==> config.mk <==
export PLATFORM = sky130hd
export DESIGN_NAME = quaternion_gyro_integrate_unit
export DESIGN_NICKNAME = d
export VERILOG_FILES = /design/src/rtl/core/qgi_pkg.sv /design/src/rtl/core/quaternion_gyro_integrate_unit.sv /design/src/rtl/core/qgi_mul.sv /design/src/rtl/core/qgi_sqrt.sv /design/src/rtl/core/qgi_div.sv
export SDC_FILE = /design/constraint.sdc
export NUM_CORES = 2
export LEC_CHECK = 0
export BUFFER_PORTS_ARGS = -buffer_cell sky130_fd_sc_hd__buf_2
export CAP_MARGIN = 40
export CORE_MARGIN = 1.5
export CORE_UTILIZATION = 55
export CTS_CLUSTER_DIAMETER = 30
export DETAILED_ROUTE_END_ITERATION = 10
export PLACE_DENSITY = 0.76
export SLEW_MARGIN = 20
export SYNTH_ARGS = -nofsm -noshare
export SYNTH_HDL_FRONTEND = slang
export SYNTH_SLANG_ARGS = --single-unit
==> constraint.sdc <==
create_clock -name clk -period 8.4 [get_ports clk]
set_clock_uncertainty 0.1 [all_clocks]
set_input_delay 1.68 -clock clk [delete_from_list [all_inputs] [get_ports clk]]
set_output_delay 1.68 -clock clk [all_outputs]
set_load 0.1 [all_outputs]
==> src/rtl/core/qgi_pkg.sv <==
// ----------------------------------------------------------------------------
// qgi_pkg
// Shared constants, types and the derivative term table of the attitude
// quaternion integrator.
// ----------------------------------------------------------------------------
`default_nettype none

package qgi_pkg;

    localparam int QGI_QUAT_WIDTH = 32;
    localparam int QGI_RATE_W     = 32;
    localparam int QGI_STEP_W     = 32;
    localparam int QGI_OUT_W      = 32;
    localparam int QGI_INC_SHIFT  = 57;
    localparam int QGI_RND_SHIFT  = 56;

    localparam logic [QGI_STEP_W-1:0] QGI_STEP_RESET = 32'd4294967;

    localparam logic [1:0] QGI_AX_W = 2'd0;
    localparam logic [1:0] QGI_AX_X = 2'd1;
    localparam logic [1:0] QGI_AX_Y = 2'd2;
    localparam logic [1:0] QGI_AX_Z = 2'd3;

    localparam logic [1:0] QGI_RATE_P = 2'd0;
    localparam logic [1:0] QGI_RATE_Q = 2'd1;
    localparam logic [1:0] QGI_RATE_R = 2'd2;

    typedef struct packed {
        logic [1:0] q_idx;
        logic [1:0] r_idx;
        logic       neg;
    } qgi_term_t;

    // One product of the quaternion derivative: which attitude component,
    // which body rate, and whether it is subtracted.
    function automatic qgi_term_t qgi_term_sel(input logic [1:0] comp, input logic [1:0] term);
        qgi_term_t t;
        t = '{q_idx: QGI_AX_W, r_idx: QGI_RATE_P, neg: 1'b0};
        case ({comp, term})
            {QGI_AX_W, 2'd0}: t = '{q_idx: QGI_AX_X, r_idx: QGI_RATE_P, neg: 1'b1};
            {QGI_AX_W, 2'd1}: t = '{q_idx: QGI_AX_Y, r_idx: QGI_RATE_Q, neg: 1'b1};
            {QGI_AX_W, 2'd2}: t = '{q_idx: QGI_AX_Z, r_idx: QGI_RATE_R, neg: 1'b1};
            {QGI_AX_X, 2'd0}: t = '{q_idx: QGI_AX_W, r_idx: QGI_RATE_P, neg: 1'b0};
            {QGI_AX_X, 2'd1}: t = '{q_idx: QGI_AX_Y, r_idx: QGI_RATE_R, neg: 1'b0};
            {QGI_AX_X, 2'd2}: t = '{q_idx: QGI_AX_Z, r_idx: QGI_RATE_Q, neg: 1'b1};
            {QGI_AX_Y, 2'd0}: t = '{q_idx: QGI_AX_W, r_idx: QGI_RATE_Q, neg: 1'b0};
            {QGI_AX_Y, 2'd1}: t = '{q_idx: QGI_AX_X, r_idx: QGI_RATE_R, neg: 1'b1};
            {QGI_AX_Y, 2'd2}: t = '{q_idx: QGI_AX_Z, r_idx: QGI_RATE_P, neg: 1'b0};
            {QGI_AX_Z, 2'd0}: t = '{q_idx: QGI_AX_W, r_idx: QGI_RATE_R, neg: 1'b0};
            {QGI_AX_Z, 2'd1}: t = '{q_idx: QGI_AX_X, r_idx: QGI_RATE_Q, neg: 1'b0};
            {QGI_AX_Z, 2'd2}: t = '{q_idx: QGI_AX_Y, r_idx: QGI_RATE_P, neg: 1'b1};
            default:          t = '{q_idx: QGI_AX_W, r_idx: QGI_RATE_P, neg: 1'b0};
        endcase
        return t;
    endfunction

endpackage

`default_nettype wire

==> src/rtl/core/quaternion_gyro_integrate_unit.sv <==
// ----------------------------------------------------------------------------
// quaternion_gyro_integrate_unit
// Attitude quaternion integrator: one gyro word in, one normalized attitude out.
//
// The slave stream takes one word of three body rates (Q8.24 rad/s). The
// attitude (reset to identity) advances by one explicit Euler step scaled by
// the step time, each component saturates, and the four are normalized.
// The master stream gives the new attitude in Q2.30 with the zero norm flag
// in tuser. The step time is written on the cfg channel, which is always ready;
// it resets to about one millisecond. The user must write it only while idle;
// the block itself does not enforce this. The work is done by the bit-serial
// multiplier (twelve rate terms, four step scalings and four squares), the
// bit-serial square root and four bit-serial divisions. A zero norm skips
// the root and the divisions. Words are taken one at a time. A finished
// result sits in an output register, so the next word is accepted while it
// waits; if the receiver still stalls when that word is done, the block
// holds it. Reset restores identity and clears the output valid flag.
// ----------------------------------------------------------------------------
`default_nettype none

module quaternion_gyro_integrate_unit
    import qgi_pkg::*;
#(
    parameter int QUAT_WIDTH = QGI_QUAT_WIDTH
)
(
    input  wire logic                    clk,
    input  wire logic                    rst_n,
    input  wire logic                    s_tvalid,
    output logic                         s_tready,
    input  wire logic [3*QGI_RATE_W-1:0] s_tdata,   // rate_x, rate_y, rate_z
    output logic                         m_tvalid,
    input  wire logic                    m_tready,
    output logic [4*QGI_OUT_W-1:0]       m_tdata,   // att_w, att_x, att_y, att_z
    output logic [0:0]                   m_tuser,   // norm_fault
    input  wire logic                    cfg_valid,
    output logic                         cfg_ready,
    input  wire logic [QGI_STEP_W-1:0]   cfg_data
);

    localparam int W   = QUAT_WIDTH;
    localparam int F   = W - 2;
    localparam int DW  = W + 34;
    localparam int M   = (W > 33) ? W : 33;
    localparam int PW  = DW + M;
    localparam int IW  = W + 10;
    localparam int RW  = W + 1;
    localparam int SSW = 2 * RW;
    localparam int NW  = W + F;

    localparam logic [W-1:0]  Q_ONE = {2'b01, {F{1'b0}}};
    localparam logic [W-1:0]  Q_MAX = {1'b0, {(W-1){1'b1}}};
    localparam logic [W-1:0]  Q_MIN = {1'b1, {(W-1){1'b0}}};
    localparam logic [PW-1:0] RND   = {{(PW-1){1'b0}}, 1'b1} << QGI_RND_SHIFT;

    typedef enum logic [11:0] {
        S_IDLE      = 12'b000000000001,
        S_TERM_GO   = 12'b000000000010,
        S_TERM_WAIT = 12'b000000000100,
        S_INC_GO    = 12'b000000001000,
        S_INC_WAIT  = 12'b000000010000,
        S_SQ_GO     = 12'b000000100000,
        S_SQ_WAIT   = 12'b000001000000,
        S_ROOT_GO   = 12'b000010000000,
        S_ROOT_WAIT = 12'b000100000000,
        S_DIV_GO    = 12'b001000000000,
        S_DIV_WAIT  = 12'b010000000000,
        S_DONE      = 12'b100000000000
    } state_t;

    state_t                  state_reg, state_next;
    logic [1:0]              comp_reg, comp_next;
    logic [1:0]              term_reg, term_next;
    logic [QGI_STEP_W-1:0]   step_reg, step_next;
    logic [QGI_RATE_W-1:0]   rate_reg [3];
    logic [QGI_RATE_W-1:0]   rate_next [3];
    logic [W-1:0]            att_reg [4];
    logic [W-1:0]            att_next [4];
    logic [W-1:0]            n_reg [4];
    logic [W-1:0]            n_next [4];
    logic [DW-1:0]           d_reg, d_next;
    logic [SSW-1:0]          ss_reg, ss_next;
    logic [RW-1:0]           nrm_reg, nrm_next;
    logic                    fault_reg, fault_next;
    logic                    out_valid_reg, out_valid_next;
    logic [4*QGI_OUT_W-1:0]  out_data_reg, out_data_next;
    logic                    out_fault_reg, out_fault_next;

    qgi_term_t               tsel;
    logic [1:0]              att_idx;
    logic [W-1:0]            att_rd;
    logic [W-1:0]            n_rd;
    logic [QGI_RATE_W-1:0]   rate_rd;
    logic                    mul_start;
    logic [DW-1:0]           mul_a;
    logic [M-1:0]            mul_b;
    logic                    mul_done;
    logic [PW-1:0]           mul_p;
    logic [PW-1:0]           rounded;
    logic [IW-1:0]           inc;
    logic [IW-1:0]           sum;
    logic [W-1:0]            sat_val;
    logic                    root_start;
    logic                    root_done;
    logic [RW-1:0]           root;
    logic                    div_start;
    logic [W-1:0]            mag;
    logic                    div_done;
    logic [W-1:0]            quo;
    logic [QGI_OUT_W-1:0]    q230 [4];

    assign tsel    = qgi_term_sel(comp_reg, term_reg);
    assign att_idx = (state_reg == S_TERM_GO) ? tsel.q_idx : comp_reg;
    assign att_rd  = att_reg[att_idx];
    assign n_rd    = n_reg[comp_reg];
    assign rate_rd = rate_reg[tsel.r_idx];
    assign mag     = n_rd[W-1] ? (W'(0) - n_rd) : n_rd;

    assign rounded = mul_p + RND;
    assign inc     = rounded[QGI_INC_SHIFT +: IW];
    assign sum     = {{(IW-W){att_rd[W-1]}}, att_rd} + inc;

    always_comb
    begin
        if (sum[IW-1:W-1] == {(IW-W+1){1'b0}} || sum[IW-1:W-1] == {(IW-W+1){1'b1}})
            sat_val = sum[W-1:0];
        else if (sum[IW-1])
            sat_val = Q_MIN;
        else
            sat_val = Q_MAX;
    end

    always_comb
    begin
        mul_start = 1'b0;
        mul_a     = {{(DW-W){att_rd[W-1]}}, att_rd};
        mul_b     = {{(M-QGI_RATE_W){rate_rd[QGI_RATE_W-1]}}, rate_rd};
        case (state_reg)
            S_TERM_GO:
            begin
                mul_start = 1'b1;
            end
            S_INC_GO:
            begin
                mul_start = 1'b1;
                mul_a     = d_reg;
                mul_b     = {{(M-QGI_STEP_W){1'b0}}, step_reg};
            end
            S_SQ_GO:
            begin
                mul_start = 1'b1;
                mul_a     = {{(DW-W){n_rd[W-1]}}, n_rd};
                mul_b     = {{(M-W){n_rd[W-1]}}, n_rd};
            end
            default:
            begin
                mul_start = 1'b0;
            end
        endcase
    end

    assign root_start = (state_reg == S_ROOT_GO) && (ss_reg != '0);
    assign div_start  = (state_reg == S_DIV_GO);

    qgi_mul #(
        .AW (DW),
        .BW (M)
    ) u_mul (
        .clk   (clk),
        .rst_n (rst_n),
        .start (mul_start),
        .a     (mul_a),
        .b     (mul_b),
        .done  (mul_done),
        .p     (mul_p)
    );

    qgi_sqrt #(
        .RW (RW)
    ) u_sqrt (
        .clk      (clk),
        .rst_n    (rst_n),
        .start    (root_start),
        .radicand (ss_reg),
        .done     (root_done),
        .root     (root)
    );

    qgi_div #(
        .NW (NW),
        .DW (RW),
        .QW (W)
    ) u_div (
        .clk   (clk),
        .rst_n (rst_n),
        .start (div_start),
        .num   ({mag, {F{1'b0}}}),
        .den   (nrm_reg),
        .done  (div_done),
        .quo   (quo)
    );

    generate
        for (genvar g = 0; g < 4; g++)
        begin : g_out
            if (F >= 30)
            begin : g_shr
                logic signed [W-1:0] shr;
                assign shr     = $signed(att_reg[g]) >>> (F - 30);
                assign q230[g] = shr[QGI_OUT_W-1:0];
            end
            else
            begin : g_shl
                assign q230[g] = {att_reg[g], {(30-F){1'b0}}};
            end
        end
    endgenerate

    always_comb
    begin
        state_next     = state_reg;
        comp_next      = comp_reg;
        term_next      = term_reg;
        step_next      = step_reg;
        rate_next      = rate_reg;
        att_next       = att_reg;
        n_next         = n_reg;
        d_next         = d_reg;
        ss_next        = ss_reg;
        nrm_next       = nrm_reg;
        fault_next     = fault_reg;
        out_valid_next = out_valid_reg;
        out_data_next  = out_data_reg;
        out_fault_next = out_fault_reg;

        if (cfg_valid)
            step_next = cfg_data;
        if (out_valid_reg && m_tready)
            out_valid_next = 1'b0;

        case (state_reg)
            S_IDLE:
            begin
                if (s_tvalid)
                begin
                    rate_next[0] = s_tdata[0 +: QGI_RATE_W];
                    rate_next[1] = s_tdata[QGI_RATE_W +: QGI_RATE_W];
                    rate_next[2] = s_tdata[2*QGI_RATE_W +: QGI_RATE_W];
                    comp_next    = QGI_AX_W;
                    term_next    = 2'd0;
                    d_next       = '0;
                    state_next   = S_TERM_GO;
                end
            end
            S_TERM_GO:
            begin
                state_next = S_TERM_WAIT;
            end
            S_TERM_WAIT:
            begin
                if (mul_done)
                begin
                    if (tsel.neg)
                        d_next = d_reg - mul_p[DW-1:0];
                    else
                        d_next = d_reg + mul_p[DW-1:0];
                    if (term_reg == 2'd2)
                    begin
                        state_next = S_INC_GO;
                    end
                    else
                    begin
                        term_next  = term_reg + 2'd1;
                        state_next = S_TERM_GO;
                    end
                end
            end
            S_INC_GO:
            begin
                state_next = S_INC_WAIT;
            end
            S_INC_WAIT:
            begin
                if (mul_done)
                begin
                    n_next[comp_reg] = sat_val;
                    d_next           = '0;
                    term_next        = 2'd0;
                    if (comp_reg == QGI_AX_Z)
                    begin
                        comp_next  = QGI_AX_W;
                        ss_next    = '0;
                        state_next = S_SQ_GO;
                    end
                    else
                    begin
                        comp_next  = comp_reg + 2'd1;
                        state_next = S_TERM_GO;
                    end
                end
            end
            S_SQ_GO:
            begin
                state_next = S_SQ_WAIT;
            end
            S_SQ_WAIT:
            begin
                if (mul_done)
                begin
                    ss_next = ss_reg + mul_p[SSW-1:0];
                    if (comp_reg == QGI_AX_Z)
                    begin
                        comp_next  = QGI_AX_W;
                        state_next = S_ROOT_GO;
                    end
                    else
                    begin
                        comp_next  = comp_reg + 2'd1;
                        state_next = S_SQ_GO;
                    end
                end
            end
            S_ROOT_GO:
            begin
                if (ss_reg == '0)
                begin
                    att_next[0] = Q_ONE;
                    att_next[1] = '0;
                    att_next[2] = '0;
                    att_next[3] = '0;
                    fault_next  = 1'b1;
                    state_next  = S_DONE;
                end
                else
                begin
                    fault_next = 1'b0;
                    state_next = S_ROOT_WAIT;
                end
            end
            S_ROOT_WAIT:
            begin
                if (root_done)
                begin
                    nrm_next   = root;
                    comp_next  = QGI_AX_W;
                    state_next = S_DIV_GO;
                end
            end
            S_DIV_GO:
            begin
                state_next = S_DIV_WAIT;
            end
            S_DIV_WAIT:
            begin
                if (div_done)
                begin
                    att_next[comp_reg] = n_rd[W-1] ? (W'(0) - quo) : quo;
                    if (comp_reg == QGI_AX_Z)
                    begin
                        state_next = S_DONE;
                    end
                    else
                    begin
                        comp_next  = comp_reg + 2'd1;
                        state_next = S_DIV_GO;
                    end
                end
            end
            S_DONE:
            begin
                if (!out_valid_reg || m_tready)
                begin
                    out_valid_next = 1'b1;
                    out_data_next  = {q230[3], q230[2], q230[1], q230[0]};
                    out_fault_next = fault_reg;
                    state_next     = S_IDLE;
                end
            end
            default:
            begin
                state_next = S_IDLE;
            end
        endcase
    end

    always_ff @(posedge clk or negedge rst_n)
    begin
        if (!rst_n)
        begin
            state_reg     <= S_IDLE;
            comp_reg      <= QGI_AX_W;
            term_reg      <= 2'd0;
            step_reg      <= QGI_STEP_RESET;
            att_reg[0]    <= Q_ONE;
            att_reg[1]    <= '0;
            att_reg[2]    <= '0;
            att_reg[3]    <= '0;
            fault_reg     <= 1'b0;
            out_valid_reg <= 1'b0;
        end
        else
        begin
            state_reg     <= state_next;
            comp_reg      <= comp_next;
            term_reg      <= term_next;
            step_reg      <= step_next;
            att_reg       <= att_next;
            fault_reg     <= fault_next;
            out_valid_reg <= out_valid_next;
        end
    end

    always_ff @(posedge clk)
    begin
        rate_reg      <= rate_next;
        n_reg         <= n_next;
        d_reg         <= d_next;
        ss_reg        <= ss_next;
        nrm_reg       <= nrm_next;
        out_data_reg  <= out_data_next;
        out_fault_reg <= out_fault_next;
    end

    assign s_tready   = (state_reg == S_IDLE);
    assign m_tvalid   = out_valid_reg;
    assign m_tdata    = out_data_reg;
    assign m_tuser[0] = out_fault_reg;
    assign cfg_ready  = 1'b1;

endmodule

`default_nettype wire

==> src/rtl/core/qgi_mul.sv <==
// ----------------------------------------------------------------------------
// qgi_mul
// Bit-serial signed multiplier: one multiplier bit per cycle, shift and add.
// ----------------------------------------------------------------------------
`default_nettype none

module qgi_mul
    import qgi_pkg::*;
#(
    parameter int AW = 66,
    parameter int BW = 33
)
(
    input  wire logic                 clk,
    input  wire logic                 rst_n,
    input  wire logic                 start,
    input  wire logic [AW-1:0]        a,
    input  wire logic [BW-1:0]        b,
    output logic                      done,
    output logic [AW+BW-1:0]          p
);

    localparam int PW = AW + BW;
    localparam int CW = $clog2(BW + 1);

    logic [PW-1:0] acc_reg, acc_next;
    logic [PW-1:0] mcand_reg, mcand_next;
    logic [BW-1:0] mplier_reg, mplier_next;
    logic [CW-1:0] cnt_reg, cnt_next;
    logic          busy_reg, busy_next;
    logic          done_reg, done_next;

    always_comb
    begin
        acc_next    = acc_reg;
        mcand_next  = mcand_reg;
        mplier_next = mplier_reg;
        cnt_next    = cnt_reg;
        busy_next   = busy_reg;
        done_next   = 1'b0;
        if (start)
        begin
            acc_next    = '0;
            mcand_next  = {{BW{a[AW-1]}}, a};
            mplier_next = b;
            cnt_next    = CW'(BW);
            busy_next   = 1'b1;
        end
        else if (busy_reg)
        begin
            // The top multiplier bit carries negative weight.
            if (mplier_reg[0])
            begin
                if (cnt_reg == CW'(1))
                    acc_next = acc_reg - mcand_reg;
                else
                    acc_next = acc_reg + mcand_reg;
            end
            mcand_next  = {mcand_reg[PW-2:0], 1'b0};
            mplier_next = {1'b0, mplier_reg[BW-1:1]};
            cnt_next    = cnt_reg - CW'(1);
            if (cnt_reg == CW'(1))
            begin
                busy_next = 1'b0;
                done_next = 1'b1;
            end
        end
    end

    always_ff @(posedge clk or negedge rst_n)
    begin
        if (!rst_n)
        begin
            busy_reg <= 1'b0;
            done_reg <= 1'b0;
            cnt_reg  <= '0;
        end
        else
        begin
            busy_reg <= busy_next;
            done_reg <= done_next;
            cnt_reg  <= cnt_next;
        end
    end

    always_ff @(posedge clk)
    begin
        acc_reg    <= acc_next;
        mcand_reg  <= mcand_next;
        mplier_reg <= mplier_next;
    end

    assign done = done_reg;
    assign p    = acc_reg;

endmodule

`default_nettype wire

==> src/rtl/core/qgi_sqrt.sv <==
// ----------------------------------------------------------------------------
// qgi_sqrt
// Restoring integer square root, one root bit per cycle.
// ----------------------------------------------------------------------------
`default_nettype none

module qgi_sqrt
    import qgi_pkg::*;
#(
    parameter int RW = 33
)
(
    input  wire logic              clk,
    input  wire logic              rst_n,
    input  wire logic              start,
    input  wire logic [2*RW-1:0]   radicand,
    output logic                   done,
    output logic [RW-1:0]          root
);

    localparam int CW = $clog2(RW + 1);
    localparam int EW = RW + 4;

    logic [2*RW-1:0] rad_reg, rad_next;
    logic [RW+1:0]   rem_reg, rem_next;
    logic [RW-1:0]   root_reg, root_next;
    logic [CW-1:0]   cnt_reg, cnt_next;
    logic            busy_reg, busy_next;
    logic            done_reg, done_next;
    logic [EW-1:0]   shifted;
    logic [EW-1:0]   trial;
    logic [EW-1:0]   diff;

    always_comb
    begin
        shifted     = {rem_reg, rad_reg[2*RW-1:2*RW-2]};
        trial       = {2'b00, root_reg, 2'b01};
        diff        = shifted - trial;
        rad_next    = rad_reg;
        rem_next    = rem_reg;
        root_next   = root_reg;
        cnt_next    = cnt_reg;
        busy_next   = busy_reg;
        done_next   = 1'b0;
        if (start)
        begin
            rad_next  = radicand;
            rem_next  = '0;
            root_next = '0;
            cnt_next  = CW'(RW);
            busy_next = 1'b1;
        end
        else if (busy_reg)
        begin
            rad_next = {rad_reg[2*RW-3:0], 2'b00};
            if (shifted >= trial)
            begin
                rem_next  = diff[RW+1:0];
                root_next = {root_reg[RW-2:0], 1'b1};
            end
            else
            begin
                rem_next  = shifted[RW+1:0];
                root_next = {root_reg[RW-2:0], 1'b0};
            end
            cnt_next = cnt_reg - CW'(1);
            if (cnt_reg == CW'(1))
            begin
                busy_next = 1'b0;
                done_next = 1'b1;
            end
        end
    end

    always_ff @(posedge clk or negedge rst_n)
    begin
        if (!rst_n)
        begin
            busy_reg <= 1'b0;
            done_reg <= 1'b0;
            cnt_reg  <= '0;
        end
        else
        begin
            busy_reg <= busy_next;
            done_reg <= done_next;
            cnt_reg  <= cnt_next;
        end
    end

    always_ff @(posedge clk)
    begin
        rad_reg  <= rad_next;
        rem_reg  <= rem_next;
        root_reg <= root_next;
    end

    assign done = done_reg;
    assign root = root_reg;

endmodule

`default_nettype wire

==> src/rtl/core/qgi_div.sv <==
// ----------------------------------------------------------------------------
// qgi_div
// Restoring unsigned divider, one quotient bit per cycle.
// ----------------------------------------------------------------------------
`default_nettype none

module qgi_div
    import qgi_pkg::*;
#(
    parameter int NW = 62,
    parameter int DW = 33,
    parameter int QW = 32
)
(
    input  wire logic            clk,
    input  wire logic            rst_n,
    input  wire logic            start,
    input  wire logic [NW-1:0]   num,
    input  wire logic [DW-1:0]   den,
    output logic                 done,
    output logic [QW-1:0]        quo
);

    localparam int CW = $clog2(NW + 1);

    logic [NW-1:0] num_reg, num_next;
    logic [QW-1:0] quo_reg, quo_next;
    logic [DW-1:0] den_reg, den_next;
    logic [DW:0]   rem_reg, rem_next;
    logic [CW-1:0] cnt_reg, cnt_next;
    logic          busy_reg, busy_next;
    logic          done_reg, done_next;
    logic [DW+1:0] shifted;
    logic [DW+1:0] diff;

    always_comb
    begin
        shifted   = {rem_reg, num_reg[NW-1]};
        diff      = shifted - {2'b00, den_reg};
        num_next  = num_reg;
        quo_next  = quo_reg;
        den_next  = den_reg;
        rem_next  = rem_reg;
        cnt_next  = cnt_reg;
        busy_next = busy_reg;
        done_next = 1'b0;
        if (start)
        begin
            num_next  = num;
            den_next  = den;
            rem_next  = '0;
            quo_next  = '0;
            cnt_next  = CW'(NW);
            busy_next = 1'b1;
        end
        else if (busy_reg)
        begin
            num_next = {num_reg[NW-2:0], 1'b0};
            if (shifted >= {2'b00, den_reg})
            begin
                rem_next = diff[DW:0];
                quo_next = {quo_reg[QW-2:0], 1'b1};
            end
            else
            begin
                rem_next = shifted[DW:0];
                quo_next = {quo_reg[QW-2:0], 1'b0};
            end
            cnt_next = cnt_reg - CW'(1);
            if (cnt_reg == CW'(1))
            begin
                busy_next = 1'b0;
                done_next = 1'b1;
            end
        end
    end

    always_ff @(posedge clk or negedge rst_n)
    begin
        if (!rst_n)
        begin
            busy_reg <= 1'b0;
            done_reg <= 1'b0;
            cnt_reg  <= '0;
        end
        else
        begin
            busy_reg <= busy_next;
            done_reg <= done_next;
            cnt_reg  <= cnt_next;
        end
    end

    always_ff @(posedge clk)
    begin
        num_reg <= num_next;
        quo_reg <= quo_next;
        den_reg <= den_next;
        rem_reg <= rem_next;
    end

    assign done = done_reg;
    assign quo  = quo_reg;

endmodule

`default_nettype wire

== Yosys cells after proc, flatten, opt, wreduce, memory -nomap -nowiden ==
Memories as Yosys holds them, arrays and structs flattened.
Index checks and enable logic that the tools add are counted.

* Add/sub/neg operators: 16
* $mul: 0
* Div/mod/pow operators: 0
* Order comparisons: 6
* Eq/ne operators: 30
* Shift-type cells: 0
* Muxes and demuxes: 98
* Bitwise gates (word level): 3
* Reductions and logical operators: 29

{| class="wikitable"
|+ Operators with widths
! operator !! number
|-
| $mux 66 || 9
|-
| $mux 32 || 11
|-
| $mux 99 || 3
|-
| $pmux 66 s2 || 2
|-
| $bwmux 128 || 2
|-
| $mux 128 || 2
|-
| $pmux 128 s2 || 1
|-
| $pmux 66 s3 || 1
|-
| $bmux 32 s2 || 3
|-
| $pmux 12 s12 || 1
|-
| $add 66x66->66 || 2
|-
| $mux 62 || 2
|-
| $mux 12 || 9
|-
| $add 99x57->99 const B || 1
|-
| $add 99x99->99 || 1
|-
| $sub 99x99->99 || 1
|-
| $logic_not 66->1 || 1
|-
| $mux 33 || 2
|-
| $pmux 33 s2 || 1
|-
| $reduce_bool 66->1 || 1
|-
| $sub 66x66->66 || 1
|-
| $demux 32 s2 || 1
|-
| $sub 1x32->32 const A || 2
|-
| $add 42x42->42 || 1
|-
| other kinds (50) || 121
|}

* Register bits: 1,216
* Latch bits: 0
* Memory bits (writable): 0
* Bits in read-only memories: 80
* Input bits: 133
* Output and inout bits: 132
* Word-level logic and storage cells: 224
* Memories: 1

{| class="wikitable"
|+ Memory list
! name !! depth !! width !! read ports !! clocked after memory_dff !! write ports !! line !! source
|-
| (name not given) || 16 || 5 || 1 || 0 || 0 || qgi_pkg.sv:39 || <nowiki>case ({comp, term})</nowiki>
|}

== Logic depth before layout (Yosys ltp) ==
* Word-level depth: 11
* Depth in mapped cells: 33
* Gate-level depth less buffers: 31

== Hierarchy ==
From an unflattened synthesis, not the netlist that was laid out.

* Cells, all modules: 7,389
* Area, all modules: 73,679.4 µm²

{| class="wikitable"
|+ Modules (own cells, without submodules)
! module !! instances !! cells each !! area an instance (µm²) !! seq. area each (µm²)
|-
| quaternion_gyro_integrate_unit || 1 || 3,824 || 39,929.5 || 20,024.2
|-
| qgi_mul || 1 || 2,036 || 17,450.5 || 6,145.9
|-
| qgi_div || 1 || 767 || 8,448.1 || 4,374.2
|-
| qgi_sqrt || 1 || 762 || 7,851.3 || 3,543.4
|}

== Worst setup path before layout ==
Ideal clock, no wire load.

* Path type: input to register
* Start: input port s_tvalid
* End: register term_reg[0]
* Setup time: 125 ps
* Arrival time: 8,066 ps
* Required time: 8,175 ps
* Path slack: 109 ps
* Stages on the path: 6
* Path buffers: 0
* Cell sequence: inv_1 > nor2_1 > a31oi_1 > inv_1 > o21ai_0 > mux2_2

* Longest elaborated chain between the ends: 2

{| class="wikitable"
|+ Ends and longest elaborated chain
! element !! line !! source
|-
| start, declared || quaternion_gyro_integrate_unit.sv:29 || <nowiki>input wire logic s_tvalid,</nowiki>
|-
| $ne 2x2->1 (no line) || - ||
|-
| $reduce_and 5->1 (no line) || - ||
|-
| end signal, assigned || quaternion_gyro_integrate_unit.sv:405 || <nowiki>term_reg <= term_next;</nowiki>
|-
| end, declared || quaternion_gyro_integrate_unit.sv:73 || <nowiki>logic [1:0] term_reg, term_next;</nowiki>
|}

No other way between the ends.
A chain may end at the register's enable or synchronous reset.

== Final worst setup path ==
* Start: register u_mul.mcand_reg[4]
* End: register u_mul.acc_reg[94], in the netlist u_mul.p[94]

* Longest elaborated chain between the ends: 2
* Elaborated cells on any way between the ends: 3
* Those cells by class: add/sub: 2; mux: 1

{| class="wikitable"
|+ Ends and longest elaborated chain
! element !! line !! source
|-
| start, declared || qgi_mul.sv:27 || <nowiki>logic [PW-1:0] mcand_reg, mcand_next;</nowiki>
|-
| start signal, assigned || qgi_mul.sv:89 || <nowiki>mcand_reg <= mcand_next;</nowiki>
|-
| $add 99x99->99 or $sub 99x99->99 (tied branches) || qgi_mul.sv:57, qgi_mul.sv:55 ||
|-
| $mux 99 * || qgi_mul.sv:54 || <nowiki>if (cnt_reg == CW'(1))</nowiki>
|-
| end signal, assigned || qgi_mul.sv:88 || <nowiki>acc_reg <= acc_next;</nowiki>
|-
| end, declared || qgi_mul.sv:26 || <nowiki>logic [PW-1:0] acc_reg, acc_next;</nowiki>
|}

Every way passes the cells marked *; elsewhere a longest branch is shown, timed or not.

==> summary.md <==
| Metric | Value |
|---|---|
| I/O Buffers | `263` |
| CP max stage delay | `0.58 ns` |
| Initial Util | `0.555` |
| CTS root buf | `clkbuf_16` |
| Number of synthesized flops with an enable pin | `781` |
| WL per Instance | `22.7 um` |
| Mapped cell area | `0.0698 mm2` |
| Total negative slack | `0 ns` |
| Vias per std cell | `6.21` |
| Class of the worst hold path | `reg2reg` |
| M1 GR Usage | `0.426` |
| Number of top-level pins | `265` |
| Worst slew margin | `0.383` |
| Slew Limit Fails | `0` |
| Max Cap Violations | `0` |
| Clock transition at path regs | `0.05 ns` |
| Highest clock rate | `128 MHz` |
| Fin. Hold Viols | `0` |
| Post-Syn Nets | `7647` |
| Crit path from | `u_mul.mcand_reg[4]$_DFFE_PP_` |
| GR Layer Usage met2 | `0.508` |
| Setup crit end kind | `flop` |
| Pre-CTS WS | `0.364 ns` |
| Fin crit share | `0.933` |
| Hpwl dp | `149000 um` |
| Setup Viol. Count Final | `0` |
| Crit path kind | `reg2reg` |
| Worst Hold End | `u_div.den_reg[32]$_DFFE_PP_` |
| Most common cell after layout, fill and taps aside | `nand2_1` |
| Min Tclk post-route | `7.83 ns` |
| Worst path required time | `9.02 ns` |
| CP startpoint kind | `flop` |
| Syn-to-layout area delta | `19.0%` |
| Hold slack final | `0.317 ns` |
| Ys flop type | `edfxtp_1` |
| H-tree levels | `5` |
| Row cnt | `130` |
| Worst skew pair latency | `0.90 ns` |
| Worst path top cell family by delay | `compound AO/OA/AOI/OAI gates` |
| Reg-to-reg startpoint | `u_mul.mcand_reg[4]$_DFFE_PP_` |
| Grt ovf | `0` |
| First-pass DRT Iterations | `6` |
| Via count | `58200` |
| Clock Sinks | `1216` |
| CP max-delay cell | `or4_1` |
| Total GRT Usage | `0.321` |
| First-pass GRT wire length | `325000 um` |
| Reg-to-reg setup timing slack | `0.57 ns` |
| Flops & latches, synth | `1216` |
| CTS Buffer Depth | `4` |
| Status | `finished clean` |
| Commonest non-fill, non-tap cells in the layout | `nand2_1 (863), edfxtp_1 (781), nor2_1 (671), a21oi_1 (635), o21ai_0 (497)` |
| CTS tree | `yes` |
| Worst Hold Launch | `nrm_reg[32]$_DFFE_PP_` |
| Die Span Y | `359 um` |
| Ys async rst share | `0.166` |
| Final routed DRC violation total | `0` |
| RePlAce Congestion | `0.985` |
| Initial DRC Count | `5970` |
| Syn Inst Count | `7156` |
| Maximum vdd drop | `256 uV` |
| Leakage power | `32.9 nW` |
| Vias in the first global route | `56800` |
| Final worst setup slack | `0.567 ns` |
| Crit path arrival time | `8.45 ns` |
| Initial antenna violation count | `8` |
| Hold Path Cell Cnt | `0` |
| Drt total wl | `212000 um` |
| Met3 Use GR | `0.0625` |
| Die extent in x | `359 um` |
| Slew @ Worst Pin | `0.921 ns` |
| Cts bufs inserted | `285` |
| DRT antenna net count | `0` |
| Most frequent CP cell | `a21o_1` |
| CP Max Fanout | `6` |
| Core Region | `0.126 mm2` |
| Pin count of the biggest net entering global routing | `101` |
| Post-synth cell types | `95` |
| NumNets Final | `7998` |
| FF-to-FF path depth | `29` |
| P per Cell Area | `393 mW/mm2` |
| Busiest grt layer | `met2` |
| Sequential area share after synthesis | `0.475` |
| Avg Cell Area, Syn | `9.76 um2` |
| Total die area | `0.129 mm2` |
| Share of layout cells above drive strength 1 | `0.140` |
| Bufs and invs on worst path | `1` |
| Synthesis Warnings | `0` |
| R2r endpoint | `u_mul.p[94]$_SDFFE_PN0P_` |
worst max-delay path by stage:
stage	to	slack, ns	depth (start not counted)
3_5_place_dp	u_mul.p[94]$_SDFFE_PN0P_	0.36	29
3_3_place_gp	u_mul.p[94]$_SDFFE_PN0P_	0.46	29
5_1_grt	u_mul.p[94]$_SDFFE_PN0P_	-0.04	27
4_1_cts	u_mul.p[94]$_SDFFE_PN0P_	0.25	29
2_1_floorplan	term_reg[0]$_DFFE_PN0P_	0.11	6
6_report	u_mul.p[94]$_SDFFE_PN0P_	0.57	29
power by group:
group | total [W] | switching [W] | internal [W]
clock | 0.0113 | 0.00352 | 0.00774
combinational | 0.0126 | 0.00766 | 0.00498
sequential | 0.00881 | 0.00111 | 0.00770
total | 0.0327 | 0.0123 | 0.0204
cell usage after synthesis (all sizes together), types with 30 or more instances:
cell type | count | share of area
nand2 | 867 | 0.047
edfxtp | 781 | 0.34
nor2 | 675 | 0.036
a21oi | 640 | 0.046
o21ai | 514 | 0.037
ha | 353 | 0.063
xnor2 | 324 | 0.041
clkbuf | 291 | 0.016
a21o | 253 | 0.027
xor2 | 241 | 0.030
dfxtp | 233 | 0.067
inv | 220 | 0.012
dfrtp | 190 | 0.068
nor3 | 141 | 0.011
mux2i | 114 | 0.016
nand3 | 112 | 0.0080
mux2 | 101 | 0.016
a31oi | 91 | 0.0082
nand2b | 81 | 0.0073
nand4 | 76 | 0.0069
and2 | 63 | 0.0056
a211oi | 61 | 0.0068
nor2b | 60 | 0.0054
and3 | 54 | 0.0049
nor4 | 54 | 0.0050
o21bai | 54 | 0.0059
o31ai | 37 | 0.0040
or3 | 37 | 0.0033
o21a | 35 | 0.0038
a22oi | 31 | 0.0033
mux4 | 31 | 0.010
buf | 30 | 0.0019
cell families (layout without fill, tap and decap cells):
kind of cell             count (synthesis)  after routing  synth area share
flip-flops                            1216           1216             0.475
multiplexers                           246            246            0.0426
other                                    1              5         0.0000537
adder cells (fa/ha/maj)                359            359            0.0648
buffers and inverters                  542           1105            0.0295
XOR/XNOR                               565            565            0.0710
AND/OR/NAND/NOR                       2323           2323             0.152
AO/OA/AOI/OAI                         1904           1904             0.165
routing by layer:
metal | vias to the layer above | routed length (um)
li1 | 26700 | -
met1 | 28100 | 87100
met2 | 2810 | 97300
met3 | 583 | 18400
met4 | 2 | 9460
met5 | - | 11
stage by stage:
| stage | power [W] | area [um2] | instances | util |
|---|---|---|---|---|
| after global placement | 0.0209 | 73000 | 8844 | 0.580 |
| after CTS | 0.0325 | 82900 | 9359 | 0.659 |
| after floorplan | 0.0179 | 69800 | 7156 | - |
| after detailed placement | 0.0210 | 73100 | 8860 | 0.582 |
| final | 0.0327 | 83100 | 9373 | 0.661 |
| after global routing | 0.0344 | 83100 | 9370 | 0.661 |
cell type report:
class / instances / area, um2
inverters: 221 / 830
repair buffers: 385 / 2460
well taps: 1650 / 2060
diodes: 4 / 10.0
multi-input cells: 5398 / 34800
fillers: 9513 / 42600
clock buffers: 323 / 7550
flip-flops and latches: 1216 / 33200
clock inverters: 176 / 2230
repair_timing:
action                     in CTS  in global routing
setup buffers                   0                  0
hold buffers                    0                  0
gates resized for setup         0                  4
setup endpoints to repair       0                  4
Power figures use the tool's default switching activity.
